**config.mk**
```make
export PLATFORM = sky130hd
export DESIGN_NAME = three_term_recurrence_checksum_unit_flat
export DESIGN_NICKNAME = d
export VERILOG_FILES = /design/src/hdl/ttrc_pkg.sv /design/src/hdl/ttrc_if.sv /design/src/hdl/ttrc_front.sv /design/src/hdl/ttrc_queue.sv /design/src/hdl/ttrc_back.sv /design/src/hdl/three_term_recurrence_checksum_unit.sv /design/src/flat_wrapper.sv
export SDC_FILE = /design/constraint.sdc
export NUM_CORES = 1
export LEC_CHECK = 0
export ABC_AREA = 1
export BUFFER_PORTS_ARGS = -buffer_cell sky130_fd_sc_hd__buf_2
export CAP_MARGIN = 20
export CORE_MARGIN = 2
export CORE_UTILIZATION = 37
export CTS_BUF_LIST = sky130_fd_sc_hd__clkbuf_8 sky130_fd_sc_hd__clkbuf_16
export CTS_CLUSTER_DIAMETER = 80
export DETAILED_ROUTE_END_ITERATION = 10
export GPL_ROUTABILITY_DRIVEN = 0
export PLACE_DENSITY_LB_ADDON = 0.12
export SYNTH_ARGS = -nofsm -noshare
export SYNTH_HDL_FRONTEND = slang
export SYNTH_SLANG_ARGS = --single-unit
```
**constraint.sdc**
```tcl
create_clock -name clk -period 33.5 [get_ports clk]
set_clock_uncertainty 0.1 [all_clocks]
set_input_delay 1.675 -clock clk [delete_from_list [all_inputs] [get_ports clk]]
set_output_delay 1.675 -clock clk [all_outputs]
set_load 0.01 [all_outputs]
```
**src/hdl/ttrc_pkg.sv**
```systemverilog
// package for the three-term recurrence checksum unit
// holds widths, recurrence constants and the queue entry type; no dependencies
`default_nettype none

package ttrc_pkg;

  localparam int BYTE_W    = 8;
  localparam int SUM_W     = 16;
  localparam int COEF_A_W  = 9;
  localparam int COEF_B_W  = 8;

  localparam int START_OFFSET = 7;
  localparam int ALPHA_MUL    = 17;
  localparam int BETA_MUL     = 31;
  localparam int MODULUS      = 65535;

  // queue depth between front and back, at least 2
  localparam int QUEUE_DEPTH = 2;

  // one classified byte, ready for the term update
  typedef struct packed {
    logic [COEF_A_W-1:0] coef_a;     // byte+alpha, or byte+7 on a start
    logic [COEF_B_W-1:0] coef_b;     // beta, or 0 on a start
    logic                start;
    logic                last;
  } ttrc_item_t;

  typedef struct packed {
    logic full;
    logic empty;
  } ttrc_qstat_t;

endpackage

`default_nettype wire

```
**src/hdl/ttrc_if.sv**
```systemverilog
// channel interfaces for the checksum unit: byte input and checksum output
// depends on ttrc_pkg for field widths
`default_nettype none

interface ttrc_in_if;
  import ttrc_pkg::*;
  logic              valid;
  logic              ready;
  logic [BYTE_W-1:0] data_byte;
  logic              first_byte;
  logic              last_byte;

  modport source (output valid, output data_byte, output first_byte, output last_byte,
                  input ready);
  modport sink   (input valid, input data_byte, input first_byte, input last_byte,
                  output ready);
endinterface

interface ttrc_out_if;
  import ttrc_pkg::*;
  logic             valid;
  logic             ready;
  logic [SUM_W-1:0] checksum;
  logic             final_res;

  modport source (output valid, output checksum, output final_res, input ready);
  modport sink   (input valid, input checksum, input final_res, output ready);
endinterface

`default_nettype wire

```
**src/hdl/ttrc_front.sv**
```systemverilog
// front part: accepts bytes, tracks the byte position, forms the coefficients
// depends on ttrc_pkg and ttrc_in_if
`default_nettype none

module ttrc_front (
  input  wire logic                clk,
  input  wire logic                rst,
  ttrc_in_if.sink                  msg,
  input  wire ttrc_pkg::ttrc_qstat_t qstat,
  output logic                     push,
  output ttrc_pkg::ttrc_item_t     push_item
);
  import ttrc_pkg::*;

  logic [BYTE_W-1:0]   position;
  logic [BYTE_W+5-1:0] alpha_full;
  logic [BYTE_W+5-1:0] beta_full;
  logic [COEF_A_W-1:0] byte_ext;

  assign msg.ready = !qstat.full;
  assign push      = msg.valid && msg.ready;

  assign alpha_full = {5'b0, position} * 13'(ALPHA_MUL);
  assign beta_full  = {5'b0, position} * 13'(BETA_MUL);
  assign byte_ext   = {1'b0, msg.data_byte};

  always_comb begin
    push_item.start = msg.first_byte;
    push_item.last  = msg.last_byte;
    if (msg.first_byte) begin
      push_item.coef_a = byte_ext + COEF_A_W'(START_OFFSET);
      push_item.coef_b = '0;
    end else begin
      push_item.coef_a = byte_ext + {1'b0, alpha_full[BYTE_W-1:0]};
      push_item.coef_b = beta_full[BYTE_W-1:0];
    end
  end

  // position wraps mod 256
  always_ff @(posedge clk) begin
    if (rst) begin
      position <= '0;
    end else if (push) begin
      position <= msg.first_byte ? BYTE_W'(1) : position + 1'b1;
    end
  end

endmodule

`default_nettype wire

```
**src/hdl/ttrc_queue.sv**
```systemverilog
// short queue that decouples the front from the back
// depends on ttrc_pkg for the entry type
`default_nettype none

module ttrc_queue #(
  parameter int DEPTH = ttrc_pkg::QUEUE_DEPTH
) (
  input  wire logic                  clk,
  input  wire logic                  rst,
  input  wire logic                  push,
  input  wire ttrc_pkg::ttrc_item_t  push_item,
  input  wire logic                  pop,
  output ttrc_pkg::ttrc_item_t       head,
  output ttrc_pkg::ttrc_qstat_t      qstat
);
  import ttrc_pkg::*;

  localparam int PTR_W = $clog2(DEPTH);
  localparam int CNT_W = $clog2(DEPTH + 1);

  ttrc_item_t        entries [DEPTH];
  logic [PTR_W-1:0]  wr_ptr;
  logic [PTR_W-1:0]  rd_ptr;
  logic [CNT_W-1:0]  count;

  assign head        = entries[rd_ptr];
  assign qstat.full  = (count == CNT_W'(DEPTH));
  assign qstat.empty = (count == '0);

  always_ff @(posedge clk) begin
    if (push) begin
      entries[wr_ptr] <= push_item;
    end
  end

  always_ff @(posedge clk) begin
    if (rst) begin
      wr_ptr <= '0;
      rd_ptr <= '0;
      count  <= '0;
    end else begin
      if (push) begin
        wr_ptr <= (wr_ptr == PTR_W'(DEPTH - 1)) ? '0 : wr_ptr + 1'b1;
      end
      if (pop) begin
        rd_ptr <= (rd_ptr == PTR_W'(DEPTH - 1)) ? '0 : rd_ptr + 1'b1;
      end
      if (push && !pop) begin
        count <= count + 1'b1;
      end else if (pop && !push) begin
        count <= count - 1'b1;
      end
    end
  end

endmodule

`default_nettype wire

```
**src/hdl/ttrc_back.sv**
```systemverilog
// back part: term update with 64-bit wraparound and mod 65535 reduction,
// output register; depends on ttrc_pkg and ttrc_out_if
`default_nettype none

module ttrc_back (
  input  wire logic                  clk,
  input  wire logic                  rst,
  input  wire ttrc_pkg::ttrc_item_t  head,
  input  wire ttrc_pkg::ttrc_qstat_t qstat,
  output logic                       pop,
  ttrc_out_if.source                 res
);
  import ttrc_pkg::*;

  localparam int P_W = COEF_A_W + SUM_W;
  localparam int Q_W = COEF_B_W + SUM_W;

  logic [SUM_W-1:0] prev_term;
  logic [SUM_W-1:0] cur_term;
  logic             out_valid;
  logic [SUM_W-1:0] checksum;
  logic             final_res;

  logic [P_W-1:0]   prod_a;
  logic [Q_W-1:0]   prod_b;
  logic             non_neg;
  logic [P_W-1:0]   fold_in;
  logic [SUM_W:0]   fold_sum;
  logic [SUM_W-1:0] fold_mod;
  logic [SUM_W-1:0] new_term;

  assign pop = !qstat.empty && (!out_valid || res.ready);

  assign res.valid     = out_valid;
  assign res.checksum  = checksum;
  assign res.final_res = final_res;

  assign prod_a  = {{SUM_W{1'b0}}, head.coef_a} * {{COEF_A_W{1'b0}}, cur_term};
  assign prod_b  = {{SUM_W{1'b0}}, head.coef_b} * {{COEF_B_W{1'b0}}, prev_term};
  assign non_neg = prod_a >= {1'b0, prod_b};

  // negative difference d wraps to d+1 mod 65535, so reduce |d|-1 and negate
  assign fold_in = non_neg ? prod_a - {1'b0, prod_b}
                           : {1'b0, prod_b - prod_a[Q_W-1:0] - 1'b1};

  // 2^16 = 1 mod 65535: add the high part onto the low part
  assign fold_sum = {1'b0, fold_in[SUM_W-1:0]}
                  + {{(2*SUM_W+1-P_W){1'b0}}, fold_in[P_W-1:SUM_W]};
  assign fold_mod = (fold_sum >= (SUM_W+1)'(MODULUS))
                  ? SUM_W'(fold_sum - (SUM_W+1)'(MODULUS))
                  : fold_sum[SUM_W-1:0];

  always_comb begin
    if (head.start) begin
      new_term = {{(SUM_W-COEF_A_W){1'b0}}, head.coef_a};
    end else if (non_neg || fold_mod == '0) begin
      new_term = non_neg ? fold_mod : '0;
    end else begin
      new_term = SUM_W'(MODULUS) - fold_mod;
    end
  end

  always_ff @(posedge clk) begin
    if (rst) begin
      prev_term <= SUM_W'(1);
      cur_term  <= SUM_W'(1);
      out_valid <= 1'b0;
    end else begin
      if (pop) begin
        prev_term <= head.start ? SUM_W'(1) : cur_term;
        cur_term  <= new_term;
        out_valid <= 1'b1;
      end else if (res.ready) begin
        out_valid <= 1'b0;
      end
    end
  end

  always_ff @(posedge clk) begin
    if (pop) begin
      checksum  <= new_term;
      final_res <= head.last;
    end
  end

endmodule

`default_nettype wire

```
**src/hdl/three_term_recurrence_checksum_unit.sv**
```systemverilog
// three-term recurrence checksum unit, top level
// path: an accepted byte is written into the queue, and the back part pops it once the
// output register is empty or being taken, and registers its checksum there
// throughput: one byte per cycle while the result side is ready, set by the term update loop in the back part
// (two multiplies, subtract and mod 65535 fold feeding the next byte's terms)
// reset: synchronous; terms to 1, position to 0, queue empty, no result pending
`default_nettype none

module three_term_recurrence_checksum_unit #(
  parameter int QUEUE_DEPTH = ttrc_pkg::QUEUE_DEPTH
) (
  input  wire logic clk,
  input  wire logic rst,
  ttrc_in_if.sink   msg,
  ttrc_out_if.source res
);
  import ttrc_pkg::*;

  logic        push;
  logic        pop;
  ttrc_item_t  push_item;
  ttrc_item_t  head;
  ttrc_qstat_t qstat;

  ttrc_front u_front (
    .clk       (clk),
    .rst       (rst),
    .msg       (msg),
    .qstat     (qstat),
    .push      (push),
    .push_item (push_item)
  );

  ttrc_queue #(
    .DEPTH (QUEUE_DEPTH)
  ) u_queue (
    .clk       (clk),
    .rst       (rst),
    .push      (push),
    .push_item (push_item),
    .pop       (pop),
    .head      (head),
    .qstat     (qstat)
  );

  ttrc_back u_back (
    .clk   (clk),
    .rst   (rst),
    .head  (head),
    .qstat (qstat),
    .pop   (pop),
    .res   (res)
  );

  a_no_overflow: assert property (@(posedge clk) disable iff (rst)
    push |-> (!qstat.full || pop))
    else $error("queue written while full");

  a_no_underflow: assert property (@(posedge clk) disable iff (rst)
    pop |-> !qstat.empty)
    else $error("queue read while empty");

  a_reset_idle: assert property (@(posedge clk)
    rst |=> (!res.valid && qstat.empty))
    else $error("result or queue entry left over after reset");

  a_sum_range: assert property (@(posedge clk) disable iff (rst)
    res.valid |-> (res.checksum != 16'hFFFF))
    else $error("checksum not reduced mod 65535");

endmodule

`default_nettype wire
```
**src/flat_wrapper.sv**
```systemverilog
// flat-port wrapper written by rule: the top's interface ports become plain ports
module three_term_recurrence_checksum_unit_flat import ttrc_pkg::*;
#(
  parameter int QUEUE_DEPTH = ttrc_pkg::QUEUE_DEPTH
)
  (clk, rst, msg_valid, msg_data_byte, msg_first_byte, msg_last_byte, msg_ready, res_valid, res_checksum, res_final_res, res_ready);
  ttrc_in_if msg_i ();
  ttrc_out_if res_i ();
  input  wire logic clk;
  input  wire logic rst;
  input wire logic [$bits(msg_i.valid)-1:0] msg_valid;
  input wire logic [$bits(msg_i.data_byte)-1:0] msg_data_byte;
  input wire logic [$bits(msg_i.first_byte)-1:0] msg_first_byte;
  input wire logic [$bits(msg_i.last_byte)-1:0] msg_last_byte;
  output wire logic [$bits(msg_i.ready)-1:0] msg_ready;
  output wire logic [$bits(res_i.valid)-1:0] res_valid;
  output wire logic [$bits(res_i.checksum)-1:0] res_checksum;
  output wire logic [$bits(res_i.final_res)-1:0] res_final_res;
  input wire logic [$bits(res_i.ready)-1:0] res_ready;
  assign msg_i.valid = msg_valid;
  assign msg_i.data_byte = msg_data_byte;
  assign msg_i.first_byte = msg_first_byte;
  assign msg_i.last_byte = msg_last_byte;
  assign msg_ready = msg_i.ready;
  assign res_valid = res_i.valid;
  assign res_checksum = res_i.checksum;
  assign res_final_res = res_i.final_res;
  assign res_i.ready = res_ready;
  three_term_recurrence_checksum_unit #(.QUEUE_DEPTH(QUEUE_DEPTH)) u_core (.clk(clk), .rst(rst), .msg(msg_i), .res(res_i));
endmodule
```
==> impl_metrics.ini <==
[routing]
dr_total_vias = 14200
wl_per_cell_um = 17.3
ant_nets = 0
post-route-drc-count = 0
vias_per_cell = 4.96
drt_iter0_drc = 944
finalWirelength_mm = 49.6
first_pass_iters = 5

[synthesis]
yosysSeqAreaShare_pct = 15.3
yosysWarnings = 0
yosys_register_bits = 101
synth_top_flop_cell = edfxtp_1
synth_edf_count = 55
syn_area_per_cell_sq_um = 7.45
async_flop_share_pct = 0
mappedNetlistNets = 2628
synth_cell_types = 55
synthCells = 2249
synth_area_sq_um = 16800

[grt]
track_usage_pct = 21.4
grt_pass1_vias = 14100
overflow = 0
antenna_found_initial = 0
grt_pass1_wl_mm = 78.1
grt_max_degree = 47

[floorplan]
core_sq_um = 44500
die_h_um = 217
die_w_um = 217
pin_count = 33
start_util_pct = 37.7
std_cell_rows = 77
die_area_sq_um = 47000

[placement]
dp_hpwl_mm = 41.1
portBuffers = 32

[clock_tree]
cts.path.max_buffers = 2
post_cts_buffers = 0
clock_sinks = 101
path_clk_slew_ns = 0.07
h-tree-depth = 3
cts_buffers = 9
root_buffer = clkbuf_16
cts_tree = built
cts.hold.buffers_added = 0
clkLatencyLatePin_ns = 0.37
post_cts_resized = 0

[setup_path]
crit_path_top_delay_cell = dfxtp_1
cp.arrival_ns = 13.26
setup.worst_path.end_class = flop
slowest_delay_ns = 0.75
worstSetupPathType = flop to flop
crit_top_cell = nand2_1
crit_required_ns = 33.53
r2r_slack_ns = 20.27
reg2regPathDepth = 67
crit_fanout = 44
crit_end = u_core.u_back.res.checksum[12]
cp-start-kind = flop
reg2reg_to = u_core.u_back.res.checksum[12]

[finish]
area_growth_pct = 6.74
antenna-diode-count = 0
nets = 2643
layout_commonest_cell = inv_1
layout-drive-gt1-share_pct = 5.77
mostFrequentLayoutCells = 486 x inv_1, 409 x nand2_1, 287 x nor2_1, 197 x fa_1, 168 x ha_1
n_fill_cell = 4777

[timing]
report.final.setup_viol = 0
final.min_clock_period_ns = 13.23
max_freq_mhz = 75.6
finalHoldViolations = 0
slew_viol_final = 0
grt_setup_unrepaired = false
period_share_pct = 39.5
worst_pin_slew_ns = 0.766
fin_tns_setup_ns = 0
slew_headroom_pct = 48.8

[run_status]
status = completed

[min_path]
min-delay-start = u_core.u_queue.rd_ptr
hold_depth = 1
hold_class = flop to flop

[flow_run]
timing.max_cap.violations = 0
how the worst min path moves through the flow:
| stage | to | slack (ns) |
|---|---|---|
| 5_1_grt | flop | 0.39 |
| 3_3_place_gp | flop | 0.34 |
| 6_report | u_core.u_queue.rd_ptr | 0.36 |
| 4_1_cts | u_core.u_queue.rd_ptr | 0.36 |
| 2_1_floorplan | flop | 0.33 |
| 3_5_place_dp | flop | 0.36 |
cell families after synthesis:
kind of cell | Yosys count | synth area share (%)
xor+xnor | 92 | 4.81
simple gates | 850 | 21.2
compound gates | 298 | 10.1
flops | 101 | 15.3
buf+inv | 540 | 12.3
fa+ha+maj | 365 | 36.1
mux | 3 | 0.179
cell usage after synthesis (3+ instances only):
cell	instances	area (sq um)
a211oi_1	4	30.0
a21o_1	6	45.0
a21oi_1	132	661
a22oi_1	15	113
a31oi_1	7	43.8
buf_1	5	18.8
buf_2	4	20.0
clkbuf_1	33	124
dfxtp_1	46	921
edfxtp_1	55	1650
fa_1	197	3940
ha_1	168	2100
inv_1	485	1820
inv_2	6	22.5
mux2i_1	3	30.0
nand2_1	409	1540
nand2_2	10	62.6
nand2_4	4	45.0
nand3_1	65	325
nand3_2	4	40.0
nand3b_1	4	30.0
nand4_1	19	119
nor2_1	287	1080
nor2_2	8	50.1
nor2_4	4	45.0
nor3_1	9	45.0
o211ai_1	3	22.5
o21a_1	4	30.0
o21ai_0	90	450
o21ai_1	6	30.0
o21ai_2	3	26.3
o21bai_1	11	82.6
o31ai_1	4	30.0
or2_2	21	131
xnor2_1	21	184
xor2_1	71	622
registers in the layout, indices dropped and copies added, names as in the netlist, named ones only:
register and flops:
u_core.u_queue.rd_ptr 1, u_core.u_back.prev_term 16, u_core.u_back.res.final_res 1, u_core.u_back.res.valid 1, u_core.u_back.res.checksum 16, u_core.u_queue.count 2
u_core.u_back.cur_term 16, u_core.u_queue.entries 38, u_core.u_front.position 8, u_core.u_queue.wr_ptr 1
critical path: cells and delay by family, from the launching register on:
kind,cells,cell delay (ns)
compound gates,14,2.61
buf+inv,13,1.93
fa+ha+maj,7,3.06
flops,1,0.75
xor+xnor,3,0.65
simple gates,30,3.87
final cells by class:
class	count	area [sq um]	area share (%)
multi-input cells	1608	12100	67.8
flip-flops and latches	101	2570	14.4
inverters	493	1850	10.3
well taps	592	741	4.14
repair buffers	51	303	1.69
clock buffers	9	225	1.26
clock inverters	7	62.6	0.350
metrics by stage:
stage / util, % / instance area (sq um) / hold slack [ns] / instances / setup slack (ns)
6_report: 40.2 / 17900 / 0.363 / 2861 / 20.27
5_1_grt: 40.2 / 17900 / 0.387 / 2861 / 18.64
4_1_cts: 40.2 / 17900 / 0.365 / 2860 / 20.25
3_5_place_dp: 39.5 / 17600 / 0.356 / 2844 / 20.31
3_3_place_gp: 39.5 / 17600 / 0.338 / 2844 / 20.54
2_1_floorplan: - / 16800 / 0.326 / 2249 / 22.61
metal layers:
metal  up-vias  share of wire, %  global-route usage, %
li1       6967                 -                      -
met1      6815                47                   29.8
met2       333                46                   34.9
met3        63               5.0                   2.77
met4         0               2.7                   6.55
met5         -                 0                      0
Power is not shown: default switching activity piles up to over one toggle a cycle in this logic, so the estimate is an artifact.
